$ cat src/hdl/dtc_pkg.sv
`timescale 1ns / 1ps

package dtc_pkg;

  localparam int QW = 16;
  localparam int NW = 17;
  localparam int CHANNELS = 3;
  localparam int KNOTS = 5;

  localparam logic [NW-1:0] ONE_Q16 = 17'h10000;

  typedef enum logic [1:0] {
    REG_DEPTH_LO = 2'd0,
    REG_DEPTH_HI = 2'd1,
    REG_COLORIZE = 2'd2
  } reg_index_t;

  typedef struct packed {
    logic zero;
    logic one;
  } nclass_t;

  // Turbo knots in Q0.16, rows are red, green and blue.
  localparam logic [15:0] KNOT [CHANNELS][KNOTS] = '{
    '{16'd12449, 16'd23094, 16'd37306, 16'd61753, 16'd64647},
    '{16'd4703,  16'd22472, 16'd50504, 16'd58596, 16'd30747},
    '{16'd15215, 16'd61218, 16'd30746, 16'd6668,  16'd5237}
  };

endpackage

$ cat src/hdl/dtc_norm.sv
`timescale 1ns / 1ps

module dtc_norm #(
  parameter int W  = 32,
  parameter int RW = 32
) (
  input  logic                  clk,
  input  logic                  rst,
  input  logic                  in_valid,
  input  logic [W-1:0]          d,
  input  logic [W-1:0]          lo,
  input  logic [W-1:0]          hi,
  output logic                  out_valid,
  output logic [RW-1:0]         rem,
  output logic [RW-1:0]         rng,
  output dtc_pkg::nclass_t      cls
);

  logic          v1;
  logic [W-1:0]  diff1;
  logic          below1;
  logic [RW-1:0] rng1;
  logic [W-1:0]  span;
  logic [RW-1:0] diff_ext;

  assign span     = hi - lo;
  assign diff_ext = RW'(diff1);

  always_ff @(posedge clk) begin
    if (rst) begin
      v1        <= 1'b0;
      out_valid <= 1'b0;
    end else begin
      v1        <= in_valid;
      out_valid <= v1;
    end
  end

  always_ff @(posedge clk) begin
    diff1    <= d - lo;
    below1   <= (d <= lo);
    rng1     <= (hi > lo) ? RW'(span) : RW'(dtc_pkg::ONE_Q16);
    rem      <= diff_ext;
    rng      <= rng1;
    cls.zero <= below1;
    cls.one  <= !below1 && (diff_ext >= rng1);
  end

endmodule

$ cat src/hdl/dtc_div.sv
`timescale 1ns / 1ps

module dtc_div #(
  parameter int RW = 32
) (
  input  logic                      clk,
  input  logic                      rst,
  input  logic                      in_valid,
  input  logic [RW-1:0]             rem_in,
  input  logic [RW-1:0]             rng_in,
  input  dtc_pkg::nclass_t          cls_in,
  output logic                      out_valid,
  output logic [dtc_pkg::QW-1:0]    quo,
  output dtc_pkg::nclass_t          cls_out
);

  localparam int QW = dtc_pkg::QW;

  logic                 vld     [QW];
  logic [RW-1:0]        rem     [QW];
  logic [RW-1:0]        rng     [QW];
  logic [QW-1:0]        qt      [QW];
  dtc_pkg::nclass_t     cls     [QW];
  logic [RW-1:0]        rem_next[QW];
  logic [QW-1:0]        qt_next [QW];

  // One quotient bit per stage: shift the remainder, compare and subtract.
  always_comb begin
    logic [RW:0] r2;
    logic        ge;
    r2 = {rem_in, 1'b0};
    ge = (r2 >= {1'b0, rng_in});
    rem_next[0] = ge ? RW'(r2 - {1'b0, rng_in}) : r2[RW-1:0];
    qt_next[0]  = QW'(ge);
    for (int i = 1; i < QW; i++) begin
      r2 = {rem[i-1], 1'b0};
      ge = (r2 >= {1'b0, rng[i-1]});
      rem_next[i] = ge ? RW'(r2 - {1'b0, rng[i-1]}) : r2[RW-1:0];
      qt_next[i]  = {qt[i-1][QW-2:0], ge};
    end
  end

  always_ff @(posedge clk) begin
    if (rst) begin
      for (int i = 0; i < QW; i++) vld[i] <= 1'b0;
    end else begin
      vld[0] <= in_valid;
      for (int i = 1; i < QW; i++) vld[i] <= vld[i-1];
    end
  end

  always_ff @(posedge clk) begin
    rng[0] <= rng_in;
    cls[0] <= cls_in;
    for (int i = 1; i < QW; i++) begin
      rng[i] <= rng[i-1];
      cls[i] <= cls[i-1];
    end
    for (int i = 0; i < QW; i++) begin
      rem[i] <= rem_next[i];
      qt[i]  <= qt_next[i];
    end
  end

  assign out_valid = vld[QW-1];
  assign quo       = qt[QW-1];
  assign cls_out   = cls[QW-1];

endmodule

$ cat src/hdl/dtc_cmap.sv
`timescale 1ns / 1ps

module dtc_cmap (
  input  logic                    clk,
  input  logic                    rst,
  input  logic                    in_valid,
  input  logic [dtc_pkg::QW-1:0]  quo,
  input  dtc_pkg::nclass_t        cls,
  input  logic                    colorize,
  output logic                    done,
  output logic [7:0]              red,
  output logic [7:0]              green,
  output logic [7:0]              blue
);

  localparam int NW = dtc_pkg::NW;
  localparam int CH = dtc_pkg::CHANNELS;
  localparam int PW = 2 * NW + 1;

  logic [NW-1:0]        n;
  logic [1:0]           seg;
  logic [NW-1:0]        t;
  logic [NW+7:0]        grey_full;
  logic signed [PW-1:0] prod_next [CH];

  logic                 v1, v2;
  logic [15:0]          a1   [CH];
  logic signed [PW-1:0] p1   [CH];
  logic [7:0]           g1, g2;
  logic [15:0]          c2   [CH];
  logic signed [PW-1:0] sum  [CH];
  logic [23:0]          sc   [CH];

  always_comb begin
    logic signed [NW-1:0] delta;
    if (cls.zero) begin
      n = '0;
    end else if (cls.one) begin
      n = dtc_pkg::ONE_Q16;
    end else begin
      n = {1'b0, quo};
    end
    seg       = cls.one ? 2'd3 : n[15:14];
    t         = cls.one ? dtc_pkg::ONE_Q16 : {1'b0, n[13:0], 2'b00};
    grey_full = {n, 8'b0} - {8'b0, n};
    for (int c = 0; c < CH; c++) begin
      delta = $signed({1'b0, dtc_pkg::KNOT[c][seg + 3'd1]})
            - $signed({1'b0, dtc_pkg::KNOT[c][seg]});
      prod_next[c] = PW'($signed({1'b0, t})) * PW'(delta);
    end
  end

  // The arithmetic shift floors the signed product.
  always_comb begin
    for (int c = 0; c < CH; c++) begin
      sum[c] = PW'($signed({1'b0, a1[c]})) + (p1[c] >>> 16);
      sc[c]  = {c2[c], 8'b0} - {8'b0, c2[c]};
    end
  end

  always_ff @(posedge clk) begin
    if (rst) begin
      v1   <= 1'b0;
      v2   <= 1'b0;
      done <= 1'b0;
    end else begin
      v1   <= in_valid;
      v2   <= v1;
      done <= v2;
    end
  end

  always_ff @(posedge clk) begin
    g1 <= grey_full[23:16];
    g2 <= g1;
    for (int c = 0; c < CH; c++) begin
      a1[c] <= dtc_pkg::KNOT[c][seg];
      p1[c] <= prod_next[c];
      c2[c] <= sum[c][15:0];
    end
    red   <= colorize ? sc[0][23:16] : g2;
    green <= colorize ? sc[1][23:16] : g2;
    blue  <= colorize ? sc[2][23:16] : g2;
  end

endmodule

$ cat src/hdl/depth_to_turbo_colormap_top.sv
`timescale 1ns / 1ps

// Maps one unsigned Q16.16 depth pixel to an 8-bit RGB color, either through a
// four-segment turbo colormap or as grey, after normalizing it against the
// lower and upper depth registers. The block takes one item on every clock
// (busy is always low) and returns each result on red, green and blue with a
// one-cycle done strobe. The receiver cannot stall, so results must be
// captured when done is high. The pipeline is mostly the 16-stage normalizing
// divider, one quotient bit per stage; an input register, two normalizing
// stages and three colormap stages make up the rest.
// Write the registers only while no item is in flight.
module depth_to_turbo_colormap_top #(
  parameter int DEPTH_WIDTH = 32
) (
  input  logic        clk,
  input  logic        rst,
  input  logic        start,
  output logic        busy,
  input  logic [31:0] depth,
  input  logic        cfg_write,
  input  logic [1:0]  cfg_index,
  input  logic [31:0] cfg_data,
  output logic        done,
  output logic [7:0]  red,
  output logic [7:0]  green,
  output logic [7:0]  blue
);

  localparam int W   = (DEPTH_WIDTH < 32) ? DEPTH_WIDTH : 32;
  localparam int RW  = (W > dtc_pkg::NW) ? W : dtc_pkg::NW;
  localparam int LAT = 3 + dtc_pkg::QW + 3;

  logic [W-1:0]      depth_lo;
  logic [W-1:0]      depth_hi;
  logic              colorize;
  logic              v0;
  logic [W-1:0]      d0;
  logic              norm_valid;
  logic [RW-1:0]     norm_rem;
  logic [RW-1:0]     norm_rng;
  dtc_pkg::nclass_t  norm_cls;
  logic              div_valid;
  logic [dtc_pkg::QW-1:0] div_quo;
  dtc_pkg::nclass_t  div_cls;

  assign busy = 1'b0;

  always_ff @(posedge clk) begin
    if (rst) begin
      depth_lo <= '0;
      depth_hi <= W'(dtc_pkg::ONE_Q16);
      colorize <= 1'b1;
    end else if (cfg_write) begin
      case (cfg_index)
        dtc_pkg::REG_DEPTH_LO: depth_lo <= cfg_data[W-1:0];
        dtc_pkg::REG_DEPTH_HI: depth_hi <= cfg_data[W-1:0];
        dtc_pkg::REG_COLORIZE: colorize <= cfg_data[0];
        default: ;
      endcase
    end
  end

  always_ff @(posedge clk) begin
    if (rst) begin
      v0 <= 1'b0;
    end else begin
      v0 <= start && !busy;
    end
  end

  always_ff @(posedge clk) begin
    d0 <= depth[W-1:0];
  end

  dtc_norm #(.W(W), .RW(RW)) u_norm (
    .clk       (clk),
    .rst       (rst),
    .in_valid  (v0),
    .d         (d0),
    .lo        (depth_lo),
    .hi        (depth_hi),
    .out_valid (norm_valid),
    .rem       (norm_rem),
    .rng       (norm_rng),
    .cls       (norm_cls)
  );

  dtc_div #(.RW(RW)) u_div (
    .clk       (clk),
    .rst       (rst),
    .in_valid  (norm_valid),
    .rem_in    (norm_rem),
    .rng_in    (norm_rng),
    .cls_in    (norm_cls),
    .out_valid (div_valid),
    .quo       (div_quo),
    .cls_out   (div_cls)
  );

  dtc_cmap u_cmap (
    .clk      (clk),
    .rst      (rst),
    .in_valid (div_valid),
    .quo      (div_quo),
    .cls      (div_cls),
    .colorize (colorize),
    .done     (done),
    .red      (red),
    .green    (green),
    .blue     (blue)
  );

`ifndef SYNTHESIS
  a_latency_fwd: assert property (@(posedge clk) disable iff (rst)
    (start && !busy) |-> ##LAT done)
    else $error("An accepted item produced no result after the pipeline latency.");

  a_latency_bwd: assert property (@(posedge clk) disable iff (rst)
    done |-> $past(start && !busy, LAT))
    else $error("A result appeared without a matching accepted item.");

  a_grey_equal: assert property (@(posedge clk) disable iff (rst)
    (done && !$past(colorize)) |-> (red == green && green == blue))
    else $error("Grey output channels differ.");
`endif

endmodule

$ cat config.mk
export PLATFORM = sky130hd
export DESIGN_NAME = depth_to_turbo_colormap_top
export DESIGN_NICKNAME = d
export VERILOG_FILES = /design/src/hdl/dtc_pkg.sv /design/src/hdl/dtc_norm.sv /design/src/hdl/dtc_div.sv /design/src/hdl/dtc_cmap.sv /design/src/hdl/depth_to_turbo_colormap_top.sv
export SDC_FILE = /design/constraint.sdc
export NUM_CORES = 2
export LEC_CHECK = 0
export BUFFER_PORTS_ARGS = -buffer_cell sky130_fd_sc_hd__buf_2
export CORE_MARGIN = 2
export CORE_UTILIZATION = 50
export DETAILED_ROUTE_END_ITERATION = 12
export HOLD_SLACK_MARGIN = 0.08
export PLACE_DENSITY = 0.65
export REMOVE_ABC_BUFFERS = 1
export SYNTH_ARGS = -nofsm -noshare
export SYNTH_HDL_FRONTEND = slang
export SYNTH_SLANG_ARGS = --single-unit
$ cat constraint.sdc
create_clock -name clk -period 11.71 [get_ports clk]
set_input_delay 1.171 -clock clk [delete_from_list [all_inputs] [get_ports clk]]
set_output_delay 1.171 -clock clk [all_outputs]
set_load 0.1 [all_outputs]
==> flow_metrics.py <==
metrics = {
    "status": {
        "status": "complete, no violations",
    },
    "worst_setup_path": {
        "crit_buf_inv": 9,
        "slowest_delay_ns": 0.86,
        "crit_type": "register to register",
        "crit_path_frequent_cell": "inv_1",
        "r2r_slack_ns": 1.52,
        "cp.arrival_ns": 10.95,
        "crit_required_ns": 12.47,
        "startpoint_type": "register",
        "worstPathMaxFanout": 22,
        "cp_top_family": "adder cells",
        "cp_slowest_cell": "ha_1",
        "critPathCaptureType": "register",
    },
    "global_routing": {
        "overflow": 0,
        "grt_pass1_wl_mm": 401,
        "gr-max-usage-layer": "met2",
        "use_met3_pct": 4.09,
        "met2_usage_pct": 45.8,
        "globalRouteMet1Util_pct": 34.5,
        "grt_pass1_vias": 69236,
        "grt_max_degree": 88,
        "antenna_found_initial": 4,
        "grtUsageTotal_pct": 27.1,
    },
    "cells_and_area": {
        "drive_gt1_share_pct": 7.62,
        "final_cell_mix": "inv_1, dfxtp_1, ha_1",
        "final_common_cell": "inv_1",
        "fillers": 16767,
        "finalNetCount": 11751,
        "area_delta_synth_final_pct": 9.42,
    },
    "clock_network": {
        "clock_path_buffers": 3,
        "cts_tree": "yes",
        "path_clk_slew_ns": 0.07,
        "cts.sinks": 1528,
        "holdBufCountCts": 0,
        "ctsResizeCount": 0,
        "cts_buffers": 161,
        "root_buffer": "clkbuf_16",
        "cts_setup_buffers": 0,
        "htreeDepth": 4,
        "insertion_delay_ns": 0.83,
    },
    "floorplan": {
        "start_util_pct": 50.3,
        "die_w_um": 436,
        "rows": 158,
        "die_area_sq_um": 190000,
        "coreArea_sq_um": 185000,
        "ios": 96,
        "fp.dieH_um": 436,
    },
    "routing": {
        "vias": 68803,
        "drt-vias-per-instance": 5.42,
        "detail-route-antenna-nets": 0,
        "wl_per_cell_um": 20.4,
        "dr.first_iter.drc_count": 5276,
        "dr.pass1.iters": 5,
        "drt_wl_total_mm": 259,
        "drc": 0,
    },
    "sta": {
        "worst_clock_skew_ns": 0.0391,
        "rsz0062_at_grt": "false",
        "layout_min_cycle_time_ns": 10.19,
        "worstMarginPinSlew_ns": 1.37,
        "finalCritPeriodShare_pct": 87.1,
        "setup_viol": 0,
        "max_freq_mhz": 98.1,
        "tns_ns": 0,
        "hold_viol_final": 0,
        "max_slew_margin_pct": 8.88,
        "slew_viol_final": 0,
    },
    "run": {
        "max_cap_viol_count": 0,
    },
    "yosys": {
        "synth_flop_cell": "dfxtp_1",
        "syn_area_per_cell_sq_um": 9.33,
        "synth_cells": 9978,
        "synth_cell_types": 120,
        "ys_ff_latch": 1528,
        "yosysSeqAreaShare_pct": 32.9,
        "async_reset_ff_share_pct": 0,
        "synth_edf_count": 0,
        "yosys_warnings": 0,
        "netlist_area_sq_um": 93100,
    },
    "placed_design": {
        "dpl.hpwl_mm": 210,
        "io_buffers": 94,
        "globalplace.congestion": 1.01,
    },
    "hold_path": {
        "min_path_type": "register to register",
    },
}
metrics by stage:
step / std cells / utilization [%] / setup slack, ns / hold WS, ns / cell area [sq um]
final: 12700 / 55.0 / 1.52 / 0.295 / 102000
after global routing: 12699 / 55.0 / 1.10 / 0.322 / 102000
after CTS: 12698 / 55.0 / 1.65 / 0.305 / 102000
after detailed placement: 12406 / 51.9 / 1.68 / 0.312 / 96200
after global placement: 12406 / 51.9 / 1.84 / 0.310 / 96200
after floorplan: 9773 / - / 1.44 / 0.310 / 92200
final timing paths:
check / startpoint / end / depth (start not counted)
worst min register to register: u_div.qt[1][101]$_DFF_P_ / u_div.qt[1][118]$_DFF_P_ / 0
worst max register to register: u_div.cls[1][14]$_DFF_P_ / u_cmap.p1[0][101]$_DFF_P_ / 34
worst min-delay path: u_div.qt[1][101]$_DFF_P_ / u_div.qt[1][118]$_DFF_P_ / 0
worst max-delay path: u_div.cls[1][14]$_DFF_P_ / u_cmap.p1[0][101]$_DFF_P_ / 34
metal layers:
layer	vias up	wire, um	part of all wire (%)
met5	-	13	0.0050
met4	2	11900	4.6
met3	548	15500	6.0
met2	2101	122000	47
met1	33119	109000	42
li1	33033	-	-
cell usage after synthesis (178+ instances only):
cell type | n | area share [%]
a21o_1 | 274 | 2.2
a21oi_1 | 675 | 3.6
dfxtp_1 | 1528 | 33
fa_1 | 604 | 13
ha_1 | 988 | 13
inv_1 | 1664 | 6.7
mux2_2 | 178 | 2.2
nand2_1 | 723 | 2.9
nor2_1 | 632 | 2.5
o21ai_0 | 362 | 1.9
xnor2_1 | 379 | 3.6
xor2_1 | 187 | 1.8
state kept, by name (all words and copies together) (netlist names), 14 cells and up:
signal and cells:
u_div.vld 16, u_norm.rng 32, d0 32, u_cmap.a1 14
u_cmap.c2 48, u_div.qt 136, depth_hi 32, u_div.cls 32
u_div.rem 480, u_cmap.p1 48, u_div.rng 480, u_norm.diff1 32
u_norm.rng1 32, u_norm.rem 32, depth_lo 32
area by class of cell:
type                       count  area (sq um)  share of cell area [%]
sequential                  1528         30600                    30.0
inverter                    1667          6260                    6.14
clock inverter                65          1040                    1.02
antenna                        2          5.00                 0.00491
tap                         2480          3100                    3.05
timing repair buffer         153           913                   0.896
clock buffer                 227          4650                    4.56
multi-input combinational   6578         55300                    54.3
kinds of logic (layout without fill, tap and decap cells):
group,after synthesis,in the layout,share of synthesized area (%)
adder cells (fa/ha/maj),1592,1592,26.3
XOR/XNOR,567,567,5.35
AO/OA/AOI/OAI,1909,1909,13.0
buffers and inverters,1886,2112,7.81
multiplexers,272,272,3.50
other,2,18,0.00807
AND/OR/NAND/NOR,2222,2222,11.2
flip-flops,1528,1528,32.9
Power is left out: the tool's default activity adds up to more than one toggle a clock period on the data nets, which glitch-free logic cannot reach.
